==> src/hdl/arpc_pkg.sv <==
`timescale 1ns / 1ps
// ----------------------------------------------------------------------------
// arpc_pkg: ARP cache shared types and microcode
// Field widths, entry layout, control word layout and the sequencer program.
// ----------------------------------------------------------------------------
package arpc_pkg;

    localparam int NUM_ENTRIES_DEF = 64;
    localparam int IP_W            = 32;
    localparam int MAC_W           = 48;
    localparam int TIME_W          = 32;
    localparam int LIFE_W          = 12;
    localparam int OP_W            = 2;
    localparam int APB_DW          = 32;
    localparam int APB_AW          = 3;

    localparam logic [LIFE_W-1:0] LIFETIME_RESET = 12'd15;
    localparam logic [0:0]        REG_LIFETIME   = 1'b0;

    typedef enum logic [OP_W-1:0] {
        OP_LOOKUP = 2'd0,
        OP_INSERT = 2'd1,
        OP_TICK   = 2'd2,
        OP_NOP    = 2'd3
    } t_op;

    typedef struct packed {
        logic              valid;
        logic [IP_W-1:0]   ip;
        logic [MAC_W-1:0]  mac;
        logic [TIME_W-1:0] added;
    } t_entry;

    localparam int ENTRY_W = $bits(t_entry);

    typedef enum logic [1:0] {
        CTR_HOLD,
        CTR_CLEAR,
        CTR_INC
    } t_ctr_op;

    typedef enum logic [1:0] {
        RAM_IDLE,
        RAM_CLEAR,
        RAM_SCAN
    } t_ram_op;

    typedef enum logic [2:0] {
        DP_NONE,
        DP_ACCEPT,
        DP_LOOK,
        DP_INSERT,
        DP_TICK_INC,
        DP_TICK,
        DP_RESULT
    } t_dp_op;

    typedef enum logic [2:0] {
        C_GOTO,
        C_NO_START,
        C_CLR_BUSY,
        C_SCAN_BUSY,
        C_INS_BUSY,
        C_OP_LOOKUP,
        C_OP_INSERT,
        C_OP_TICK
    } t_cond;

    typedef logic [3:0] t_step;

    localparam t_step ST_CLEAR     = 4'd0;
    localparam t_step ST_IDLE      = 4'd1;
    localparam t_step ST_DISP_LOOK = 4'd2;
    localparam t_step ST_DISP_INS  = 4'd3;
    localparam t_step ST_DISP_TICK = 4'd4;
    localparam t_step ST_NOP       = 4'd5;
    localparam t_step ST_LOOK      = 4'd6;
    localparam t_step ST_LOOK_END  = 4'd7;
    localparam t_step ST_INS       = 4'd8;
    localparam t_step ST_INS_END   = 4'd9;
    localparam t_step ST_TICK_INC  = 4'd10;
    localparam t_step ST_TICK      = 4'd11;
    localparam t_step ST_RESULT    = 4'd12;

    typedef struct packed {
        logic    idle;
        t_ctr_op ctr_op;
        t_ram_op ram_op;
        t_dp_op  dp_op;
        t_cond   cond;
        t_step   target;
    } t_uword;

    typedef struct packed {
        logic    idle;
        t_ctr_op ctr_op;
        t_ram_op ram_op;
        t_dp_op  dp_op;
    } t_ctrl;

    typedef struct packed {
        logic clr_last;
        logic scan_done;
        logic ins_found;
        logic op_lookup;
        logic op_insert;
        logic op_tick;
    } t_stat;

    // taken condition jumps to target, otherwise fall through to the next step
    function automatic t_uword ucode(input t_step step);
        t_uword w;
        case (step)
            ST_CLEAR:     w = t_uword'{1'b0, CTR_INC,   RAM_CLEAR, DP_NONE,     C_CLR_BUSY,
                                       ST_CLEAR};
            ST_IDLE:      w = t_uword'{1'b1, CTR_CLEAR, RAM_IDLE,  DP_ACCEPT,   C_NO_START,
                                       ST_IDLE};
            ST_DISP_LOOK: w = t_uword'{1'b0, CTR_HOLD,  RAM_IDLE,  DP_NONE,     C_OP_LOOKUP,
                                       ST_LOOK};
            ST_DISP_INS:  w = t_uword'{1'b0, CTR_HOLD,  RAM_IDLE,  DP_NONE,     C_OP_INSERT,
                                       ST_INS};
            ST_DISP_TICK: w = t_uword'{1'b0, CTR_HOLD,  RAM_IDLE,  DP_NONE,     C_OP_TICK,
                                       ST_TICK_INC};
            ST_NOP:       w = t_uword'{1'b0, CTR_HOLD,  RAM_IDLE,  DP_NONE,     C_GOTO,
                                       ST_RESULT};
            ST_LOOK:      w = t_uword'{1'b0, CTR_INC,   RAM_SCAN,  DP_LOOK,     C_SCAN_BUSY,
                                       ST_LOOK};
            ST_LOOK_END:  w = t_uword'{1'b0, CTR_HOLD,  RAM_IDLE,  DP_NONE,     C_GOTO,
                                       ST_RESULT};
            ST_INS:       w = t_uword'{1'b0, CTR_INC,   RAM_SCAN,  DP_INSERT,   C_INS_BUSY,
                                       ST_INS};
            ST_INS_END:   w = t_uword'{1'b0, CTR_HOLD,  RAM_IDLE,  DP_NONE,     C_GOTO,
                                       ST_RESULT};
            ST_TICK_INC:  w = t_uword'{1'b0, CTR_HOLD,  RAM_IDLE,  DP_TICK_INC, C_GOTO,
                                       ST_TICK};
            ST_TICK:      w = t_uword'{1'b0, CTR_INC,   RAM_SCAN,  DP_TICK,     C_SCAN_BUSY,
                                       ST_TICK};
            ST_RESULT:    w = t_uword'{1'b0, CTR_HOLD,  RAM_IDLE,  DP_RESULT,   C_GOTO,
                                       ST_IDLE};
            default:      w = t_uword'{1'b0, CTR_HOLD,  RAM_IDLE,  DP_NONE,     C_GOTO,
                                       ST_IDLE};
        endcase
        return w;
    endfunction

endpackage

==> src/hdl/arpc_sequencer.sv <==
`timescale 1ns / 1ps
// ----------------------------------------------------------------------------
// arpc_sequencer: microcode step counter
// Fetches one control word a step and resolves conditional jumps.
// ----------------------------------------------------------------------------
module arpc_sequencer (
    input  logic           i_clk,
    input  logic           i_rst_n,
    input  logic           i_start,
    input  arpc_pkg::t_stat i_stat,
    output arpc_pkg::t_ctrl o_ctrl
);

    arpc_pkg::t_step  r_step;
    arpc_pkg::t_step  n_step;
    arpc_pkg::t_uword w_uword;
    logic             w_take;

    assign w_uword = arpc_pkg::ucode(r_step);

    always_comb begin
        unique case (w_uword.cond)
            arpc_pkg::C_GOTO:      w_take = 1'b1;
            arpc_pkg::C_NO_START:  w_take = !i_start;
            arpc_pkg::C_CLR_BUSY:  w_take = !i_stat.clr_last;
            arpc_pkg::C_SCAN_BUSY: w_take = !i_stat.scan_done;
            arpc_pkg::C_INS_BUSY:  w_take = !(i_stat.ins_found || i_stat.scan_done);
            arpc_pkg::C_OP_LOOKUP: w_take = i_stat.op_lookup;
            arpc_pkg::C_OP_INSERT: w_take = i_stat.op_insert;
            arpc_pkg::C_OP_TICK:   w_take = i_stat.op_tick;
            default:               w_take = 1'b1;
        endcase
    end

    always_comb begin
        n_step = w_take ? w_uword.target : r_step + 4'd1;
    end

    always_comb begin
        o_ctrl.idle   = w_uword.idle;
        o_ctrl.ctr_op = w_uword.ctr_op;
        o_ctrl.ram_op = w_uword.ram_op;
        o_ctrl.dp_op  = w_uword.dp_op;
    end

    always_ff @(posedge i_clk) begin
        if (!i_rst_n) begin
            r_step <= arpc_pkg::ST_CLEAR;
        end else begin
            r_step <= n_step;
        end
    end

endmodule

==> config.mk <==
export PLATFORM = sky130hd
export DESIGN_NAME = arpc_sequencer
export DESIGN_NICKNAME = d
export VERILOG_FILES = /design/src/hdl/arpc_pkg.sv /design/src/hdl/arpc_sequencer.sv
export SDC_FILE = /design/constraint.sdc
export NUM_CORES = 1
export LEC_CHECK = 0
export BUFFER_PORTS_ARGS = -buffer_cell sky130_fd_sc_hd__buf_2
export CAP_MARGIN = 0
export CORE_MARGIN = 2
export CORE_UTILIZATION = 35
export CTS_BUF_LIST = sky130_fd_sc_hd__clkbuf_2
export DETAILED_ROUTE_END_ITERATION = 6
export PLACE_DENSITY = 0.63
export SETUP_SLACK_MARGIN = 0.02
export SLEW_MARGIN = 20
export SYNTH_ARGS = -nofsm -noshare
export SYNTH_HDL_FRONTEND = slang
export SYNTH_SLANG_ARGS = --single-unit
==> constraint.sdc <==
create_clock -name i_clk -period 3.2 [get_ports i_clk]
set_input_delay 0.32 -clock i_clk [delete_from_list [all_inputs] [get_ports i_clk]]
set_output_delay 0.32 -clock i_clk [all_outputs]
set_load 0.02 [all_outputs]
==> impl_metrics.csv, run 1 <==
group,metric,value,unit
synthesis,ys_ff_latch,18,
clocking,cts.repair.resized,0,
global_route,track_usage,12.02,%
pwr,power,934.5,uW
sta,rsz0062_at_grt,"false",
synthesis,synth_edf_count,0,
clocking,cts-hold-fix-buffers,0,
sta,tns,0,ns
synthesis,yosysTopAreaCellShare,33.96,%
synthesis,synth_common_cells,"dfxtp_1 (18), mux2i_1 (11), nand2_1 (11)",
setup_path,slowest_delay,0.42,ns
global_route,grt_pass1_vias,730,
route,drt-wirelength-per-cell,11.90,um
setup_path,cpLargestDelayFamily,"multiplexers",
place,io_buffer_count,16,
clocking,cts_setup_buffers,0,
setup_path,slowest_stage,"dfxtp_1",
cells_and_area,diodes,0,
setup_path,path_cells,"mux2_4, a22o_1, a32oi_2, buf_4, mux2i_1, and2_1, inv_1, ha_1, inv_1, o221a_2, o21ai_1",
setup_path,arrival,2.67,ns
route,avgViaCountPerCell,5.013,
flow_run,drv_cap,0,
pwr,powerDensity,834.5,mW/mm2
floorplan,die_h,59.06,um
pwr,leakage,0.0004896,uW
sta,fin_crit,2.443,ns
setup_path,crit_path_max_fanout,11,
worst_hold_path,hold_path.class,"in2reg",
setup_path,required,3.43,ns
route,first_pass_iters,3,
clocking,cts_tree,"done",
global_route,grt-ovfl-total,0,
sta,finalHoldViolations,0,
sta,final.setup_skew,0.001247,ns
clocking,insertion_delay,0.31,ns
synthesis,synth_area_leaders,"dfxtp_1 (34%), mux2i_1 (10%), ha_1 (5.9%)",
setup_path,cp-startpoint,"w_uword[4]$_DFF_P_",
sta,fin_worst_hold_slack,0.3875,ns
pwr,ir_drop,378.4,uV
place,placedCellCount,153,
route,drtIter0Drc,9,
setup_path,cpMostUsedCell,"inv_1",
cells_and_area,area_delta_synth_final,5.542,%
cells_and_area,nNetsFinal,141,
sta,min_period_over_period,76.34,%
clocking,clock_path_buffers,2,
route,route.detailed.drc,0,
route,vias,787,
synthesis,synth_top_area_cell,"dfxtp_1",
global_route,grt_antenna_before_repair,0,
setup_path,critical_path_class,"reg2reg",
outcome,outcome,"finished, final reports clean",
synthesis,avgSynthCellArea,9.147,um2
setup_path,cp-end-kind,"register",
sta,slew_headroom,83.32,%
sta,max_slew.worst_pin.slew,0.2432,ns
route,wirelength,1.868,mm
global_route,grt_max_degree,17,
synthesis,syn_area,0.001061,mm2
place,place.gp.congestion,0.8369,
place,hpwl,1.426,mm
floorplan,coreArea,0.002829,mm2
floorplan,die-width,59.06,um
route,ant_nets,0,
setup_path,path_buf_inv,3,
cells_and_area,final_cell_count_no_fill,157,
sta,fmax,0.4094,GHz
synthesis,netlist_instances,116,
sta,setup-violations-final,0,
global_route,grt_pass1_wl,3.111,mm
worst_hold_path,hp-start,"i_rst_n",
synthesis,yosys_warnings,0,
setup_path,rr_startpoint,"w_uword[4]$_DFF_P_",
synthesis,synth_flop_cell,"dfxtp_1",
sta,finalMaxSlewViolations,0,
floorplan,start_util,37.51,%
synthesis,syn_nets,130,
synthesis,ys_seq_area_share,33.96,%
setup_path,startpoint_type,"register",
synthesis,synthArstFlopShare,0,%
cells_and_area,drive_above_1_share,23.81,%
cells_and_area,post-route-util,39.58,%
clocking,cts.htree.levels,1,
clocking,cts_made_buffers,3,
synthesis,synth_most_common_cell,"dfxtp_1",
clocking,cts-root-buf,"clkbuf_2",
synthesis,synth_cell_types,38,
clocking,clock_sinks,18,
floorplan,num_rows,19,
clocking,clkSlewWorstSetupHoldPaths,0.17,ns
floorplan,die-area,0.003488,mm2
floorplan,pin_count,17,
==> per-layer routing <==
| layer | track usage (%) | part of all wire [%] | vias to the layer above |
|---|---|---|---|
| met5 | 0 | 0 | - |
| met4 | 8.442 | 2.8 | 0 |
| met3 | 2.402 | 4.0 | 5 |
| met2 | 20.48 | 48 | 16 |
| met1 | 13.29 | 45 | 353 |
| li1 | - | - | 413 |
==> per-stage QoR <==
stage	area, um2	worst slack, ns
floorplan	1061	0.9409
global placement	1101	0.8590
detailed placement	1101	0.7936
CTS	1120	0.7518
global route	1120	0.5673
finish	1120	0.7571
==> path summary, 6_finish.rpt <==
check,slack (ns),to,depth (start not counted)
max,0.76,w_uword[1]$_DFF_P_,11
min,0.39,r_step[0]$_SDFF_PN0_,2
max reg2reg,0.76,w_uword[1]$_DFF_P_,11
min reg2reg,0.66,w_uword[1]$_DFF_P_,3
==> layout by cell type (no fill, tap or decap), types with 2 or more instances in the layout <==
cell type,instances
dfxtp_1,18
nand3_1,4
clkbuf_2,3
ha_1,5
nor2_1,6
buf_2,16
nand2_1,11
o21ai_0,8
mux2i_1,11
nor2b_1,3
inv_1,6
a21boi_0,2
buf_4,3
o31ai_1,2
and2_1,4
==> registers in the layout, summed over array words and instances, names as in the netlist <==
signal   flops
r_step       4
w_uword     14
==> area by class of cell <==
cell class                      count  area, um2
Multi-Input combinational cell     78      573.1
Timing Repair Buffer               19      102.6
Tap cell                           31      38.79
Clock buffer                        3      15.01
Clock inverter                      1      3.754
Inverter                            7      26.28
Fill cell                         288       1709
Sequential cell                    18      360.3
==> where the power goes <==
group | internal [uW] | switching, uW
Combinational | 218 | 263
Sequential | 300 | 53.4
Clock | 27.2 | 72.6
==> logic make-up (layout without fill, tap and decap cells) <==
logic type,Yosys count,after routing,share of synthesized area (%)
flops,18,18,33.96
compound gates,23,23,16.75
buf+inv,20,30,12.03
mux,13,13,12.85
fa+ha+maj,5,5,5.896
xor+xnor,2,2,1.651
simple gates,35,35,16.86
Note: power is estimated with default switching activity, not from simulation.
==> inputs of run 2 (changes only) <==
- clock period: 3.2 -> 2.4 ns (I/O delays scaled with it)
==> run 2 against run 1 <==
  * Register-to-register slack worse by 0.56 ns
  * Combinational power is 47% higher
  * Clock skew is 0.016 ns higher
  * Non-clock buffer count is 3 higher
  * Power is 41% higher
  * Sequential share of layout area is 0.63 points lower
  * Core utilization is 0.93 points higher
  * Clock power is 39% higher
  * Cell area is 2.3% higher
  * Fmax is 11% higher
==> impl_metrics.csv, run 2 (synthesis gave the netlist of run 1 again) <==
group,metric,value,unit
outcome,outcome,"finished, final reports clean",
global_route,track_usage,13.41,%
clocking,clock_sinks,18,
cells_and_area,layout_common_cells,"dfxtp_1 (17), buf_2 (16), mux2i_1 (11), nand2_1 (11), o21ai_0 (8)",
setup_path,cp-startpoint,"w_uword[4]$_DFF_P_",
setup_path,arrival,2.47,ns
floorplan,die-area,0.003488,mm2
place,io_buffer_count,16,
pwr,powerDensity,1153,mW/mm2
cells_and_area,diodes,0,
sta,rsz0062_at_grt,"true",
clocking,cts-hold-fix-buffers,0,
sta,min_period_over_period,91.72,%
sta,setup-violations-final,0,
cells_and_area,final_common_cell,"dfxtp_1",
clocking,cts-root-buf,"clkbuf_2",
clocking,cts.htree.levels,1,
sta,final.setup_skew,0.01747,ns
setup_path,r2r-end,"w_uword[1]$_DFF_P_",
floorplan,start_util,37.51,%
global_route,grt_pass1_vias,843,
global_route,grt_max_degree,17,
worst_hold_path,hold_path.class,"in2reg",
floorplan,die-width,59.06,um
floorplan,die_h,59.06,um
route,topRoutingLayerUsed,"met4",
setup_path,critical_path_class,"reg2reg",
sta,fin_crit,2.201,ns
clocking,cts_made_buffers,3,
setup_path,startpoint_type,"register",
pwr,leakage,0.0005057,uW
clocking,clkSlewWorstSetupHoldPaths,0.20,ns
route,drtIter0Drc,15,
pwr,power,1322,uW
cells_and_area,nNetsFinal,144,
route,route.detailed.drc,0,
sta,max_slew.worst_pin.slew,0.2927,ns
worst_hold_path,min_to,"r_step[0]$_SDFF_PN0_",
setup_path,worst-r2r-setup-slack,0.20,ns
setup_path,crit_path_max_fanout,9,
global_route,grt_pass1_wl,3.546,mm
pwr,ir_drop,413.7,uV
place,hpwl,1.543,mm
floorplan,pin_count,17,
cells_and_area,area_delta_synth_final,8.019,%
route,ant_nets,0,
route,wl_met3,58,um
setup_path,required,2.67,ns
worst_hold_path,hp-start,"i_rst_n",
sta,slew_headroom,79.93,%
clocking,clock_path_buffers,2,
flow_run,drv_cap,0,
route,wl_met2,1.058,mm
sta,finalHoldViolations,0,
clocking,cts_tree,"done",
sta,finalMaxSlewViolations,0,
route,drt-wirelength-per-cell,13.21,um
setup_path,rr_startpoint,"w_uword[4]$_DFF_P_",
setup_path,worst-r2r-cell-count,10,
sta,tns,0,ns
route,wl_met1,969,um
route,avgViaCountPerCell,5.144,
clocking,insertion_delay,0.31,ns
route,wirelength,2.114,mm
cells_and_area,drive_above_1_share,27.13,%
floorplan,coreArea,0.002829,mm2
route,first_pass_iters,4,
cells_and_area,post-route-util,40.51,%
route,vias,823,
cells_and_area,n_fill_cell,277,
place,place.gp.congestion,0.8349,
sta,fmax,0.4543,GHz
global_route,grt-ovfl-total,0,
worst_hold_path,holdPathStages,2,
global_route,grt_antenna_before_repair,0,
floorplan,num_rows,19,
cells_and_area,largest_reg_flops,14,
setup_path,cp-end-kind,"register",
-- run 2: cell count changes in the layout (fill, tap and decap cells not counted) --
cell,previous run,this run
dfxtp_2,0,1
dfxtp_1,18,17
buf_4,3,6
and2_1,4,3
and2_4,0,1
-- run 2: worst max path at each step --
stage | endpoint | cells after the start | slack, ns
2_1_floorplan | w_uword[1]$_DFF_P_ | 11 | 0.14
3_3_place_gp | w_uword[1]$_DFF_P_ | 10 | 0.19
3_5_place_dp | w_uword[1]$_DFF_P_ | 10 | 0.15
4_1_cts | w_uword[1]$_DFF_P_ | 10 | 0.14
5_1_grt | w_uword[1]$_DFF_P_ | 10 | 0.02
6_report | w_uword[1]$_DFF_P_ | 10 | 0.20
-- run 2: where the power goes --
group / switching [uW] / internal (uW)
registers: 71.6 / 402
clock network: 103 / 36.3
logic: 374 / 336
-- run 2: stage by stage --
stage / hold slack, ns / cell area (um2) / setup WS [ns] / cells
floorplan: 0.6183 / 1061 / 0.1409 / 116
global placement: 0.6456 / 1116 / 0.1860 / 155
detailed placement: 0.6555 / 1116 / 0.1548 / 155
CTS: 0.3110 / 1135 / 0.1396 / 159
global route: 0.2767 / 1146 / 0.01511 / 160
finish: 0.3031 / 1146 / 0.1988 / 160
-- run 2: area by class of cell --
| type | instances | area, um2 | area share (%) |
|---|---|---|---|
| Multi-Input combinational cell | 78 | 575.6 | 50.22 |
| Sequential cell | 18 | 361.6 | 31.55 |
| Timing Repair Buffer | 22 | 125.1 | 10.92 |
| Tap cell | 31 | 38.79 | 3.384 |
| Inverter | 7 | 26.28 | 2.293 |
| Clock buffer | 3 | 15.01 | 1.310 |
| Clock inverter | 1 | 3.754 | 0.3275 |
-- run 2: what timing repair did --
action | in CTS | in global routing
buffers inserted | 0 | 1
setup endpoints to repair | 0 | 5
gates resized for setup | 0 | 2
-- run 2: critical path: stages (launching register included) --
cell	delay, ns
dfxtp_2	0.39
mux2_4	0.30
a22o_1	0.20
a32oi_2	0.23
buf_4	0.24
a31oi_4	0.13
inv_2	0.11
ha_1	0.17
inv_1	0.05
o221a_2	0.27
o21ai_1	0.10
-- run 2: metal layers --
| metal | global-route usage, % | vias up |
|---|---|---|
| li1 | - | 417 |
| met1 | 15.64 | 387 |
| met2 | 23.49 | 17 |
| met3 | 1.965 | 2 |
| met4 | 7.143 | 0 |
| met5 | 0 | - |
==> inputs of run 3 (changes only) <==
- RECOVER_POWER: unset -> 25
==> run 3 against run 2 <==
  * Fmax about the same
  * Core utilization down 0.27 points
  * Clock power about the same
  * Wire length down 0.43%
  * Die area unchanged
  * First-iteration DRC count unchanged
==> impl_metrics.csv, run 3 (synthesis gave the netlist of run 1 again) <==
group,metric,value,unit
clocking,cts_made_buffers,3,
pwr,leakage,0.0004846,uW
setup_path,critical_path_class,"reg2reg",
setup_path,startpoint_type,"register",
setup_path,cp-startpoint,"w_uword[4]$_DFF_P_",
global_route,grt_pass1_wl,3.546,mm
global_route,grt_util_met1,15.64,%
cells_and_area,drive_above_1_share,22.48,%
clocking,clock_path_buffers,2,
sta,slew_headroom,79.95,%
sta,fmax,0.4541,GHz
place,io_buffer_count,16,
worst_hold_path,hold_path.class,"in2reg",
pwr,ir_drop,405.1,uV
sta,rsz0062_at_grt,"true",
route,first_pass_iters,4,
floorplan,start_util,37.51,%
sta,max_slew.worst_pin.slew,0.2924,ns
clocking,clkSlewWorstSetupHoldPaths,0.20,ns
setup_path,required,2.67,ns
floorplan,die-width,59.06,um
cells_and_area,final_cell_count_no_fill,160,
cells_and_area,n_fill_cell,278,
global_route,grt-ovfl-total,0,
cells_and_area,post-route-util,40.25,%
global_route,grt_max_degree,17,
cells_and_area,largest_reg_flops,14,
cells_and_area,nNetsFinal,144,
sta,fin_crit,2.202,ns
floorplan,pin_count,17,
place,place.gp.congestion,0.8349,
clocking,clock_sinks,18,
sta,finalMaxSlewViolations,0,
setup_path,slowest_stage,"dfxtp_2",
floorplan,die_h,59.06,um
setup_path,cp-end-kind,"register",
cells_and_area,area_delta_synth_final,7.311,%
clocking,cts_tree,"done",
route,ant_nets,0,
floorplan,num_rows,19,
clocking,cts-root-buf,"clkbuf_2",
place,hpwl,1.543,mm
setup_path,slowest_delay,0.39,ns
cells_and_area,diodes,0,
route,route.detailed.drc,0,
floorplan,coreArea,0.002829,mm2
pwr,powerDensity,1154,mW/mm2
route,drtIter0Drc,15,
setup_path,crit_path_max_fanout,9,
route,wirelength,2.105,mm
setup_path,path_cells,"mux2_4, a22o_1, a32oi_2, buf_4, a31oi_4, inv_2, ha_1, inv_1, o221a_2, o21ai_1",
global_route,gr-usage-met3,1.965,%
sta,tns,0,ns
clocking,cts.htree.levels,1,
cells_and_area,final_common_cell,"dfxtp_1",
global_route,grt_pass1_vias,843,
sta,layout_setup_ws,0.1980,ns
global_route,grt_antenna_before_repair,0,
global_route,track_usage,13.41,%
route,drt-wirelength-per-cell,13.16,um
clocking,insertion_delay,0.31,ns
sta,final.setup_skew,0.01696,ns
place,placedCellCount,155,
route,avgViaCountPerCell,5.150,
setup_path,rr_startpoint,"w_uword[4]$_DFF_P_",
flow_run,drv_cap,0,
global_route,gr-usage-met2,23.49,%
floorplan,die-area,0.003488,mm2
cells_and_area,layout_common_cells,"dfxtp_1 (17), mux2i_1 (11), nand2_1 (11), buf_2 (10), o21ai_0 (8)",
sta,finalHoldViolations,0,
setup_path,arrival,2.47,ns
setup_path,path_buf_inv,3,
route,vias,824,
outcome,outcome,"finished, final reports clean",
setup_path,cpLargestDelayFamily,"compound AO/OA/AOI/OAI gates",
sta,min_period_over_period,91.75,%
place,pre_cts_ws,0.1548,ns
sta,setup-violations-final,0,
global_route,grt.busiest_layer,"met2",
worst_hold_path,hp-start,"i_rst_n",
==> run 3: cell count changes in the layout (fill, tap and decap cells not counted) <==
| cell | previous run | this run |
|---|---|---|
| buf_2 | 16 | 10 |
| clkbuf_1 | 0 | 6 |
==> run 3: timing repair <==
action | in CTS | in global routing
endpoints found under the setup margin | 0 | 5
hold buffers | 0 | 0
buffers inserted | 0 | 1
resized for setup | 0 | 2
==> run 3: final timing paths <==
path | slack (ns) | depth (start not counted) | end
hold / removal | 0.30 | 2 | r_step[0]$_SDFF_PN0_
hold reg to reg | 0.68 | 3 | w_uword[1]$_DFF_P_
setup / recovery | 0.20 | 10 | w_uword[1]$_DFF_P_
setup reg to reg | 0.20 | 10 | w_uword[1]$_DFF_P_
==> run 3: report_power, final <==
part / internal, uW / switching (uW) / leakage [uW]
clock network: 36.3 / 103 / 0.0000140
registers: 402 / 72.2 / 0.000148
logic: 328 / 373 / 0.000322
total: 766 / 548 / 0.000485
==> run 3: routing by layer <==
layer	part of all wire, %	vias up	routed length [um]
li1	-	417	-
met1	46	388	959
met5	0	-	0
met2	50	17	1060
met3	2.7	2	57
met4	1.3	0	27
==> run 3: final cells by class <==
cell class	count	area [um2]	share of cell area [%]
multi-input combinational	78	575.6	50.55
timing repair buffer	22	117.6	10.33
sequential	18	361.6	31.76
inverter	7	26.28	2.308
clock inverter	1	3.754	0.3297
clock buffer	3	15.01	1.319
tap	31	38.79	3.407
==> run 3: worst reg2reg max path: stages, from the launching register on <==
cell and delay [ns]:
dfxtp_2 0.39, mux2_4 0.30, a22o_1 0.20, a32oi_2 0.23, buf_4 0.24, a31oi_4 0.13
inv_2 0.11, ha_1 0.17, inv_1 0.05, o221a_2 0.27, o21ai_1 0.10
==> run 3: metrics by stage <==
step	total power, uW	instance area [um2]	hold WS (ns)
global route	1425	1139	0.2767
finish	1314	1139	0.3032
detailed placement	1161	1116	0.6555
CTS	1294	1135	0.3110
global placement	1145	1116	0.6456
floorplan	1051	1061	0.6183
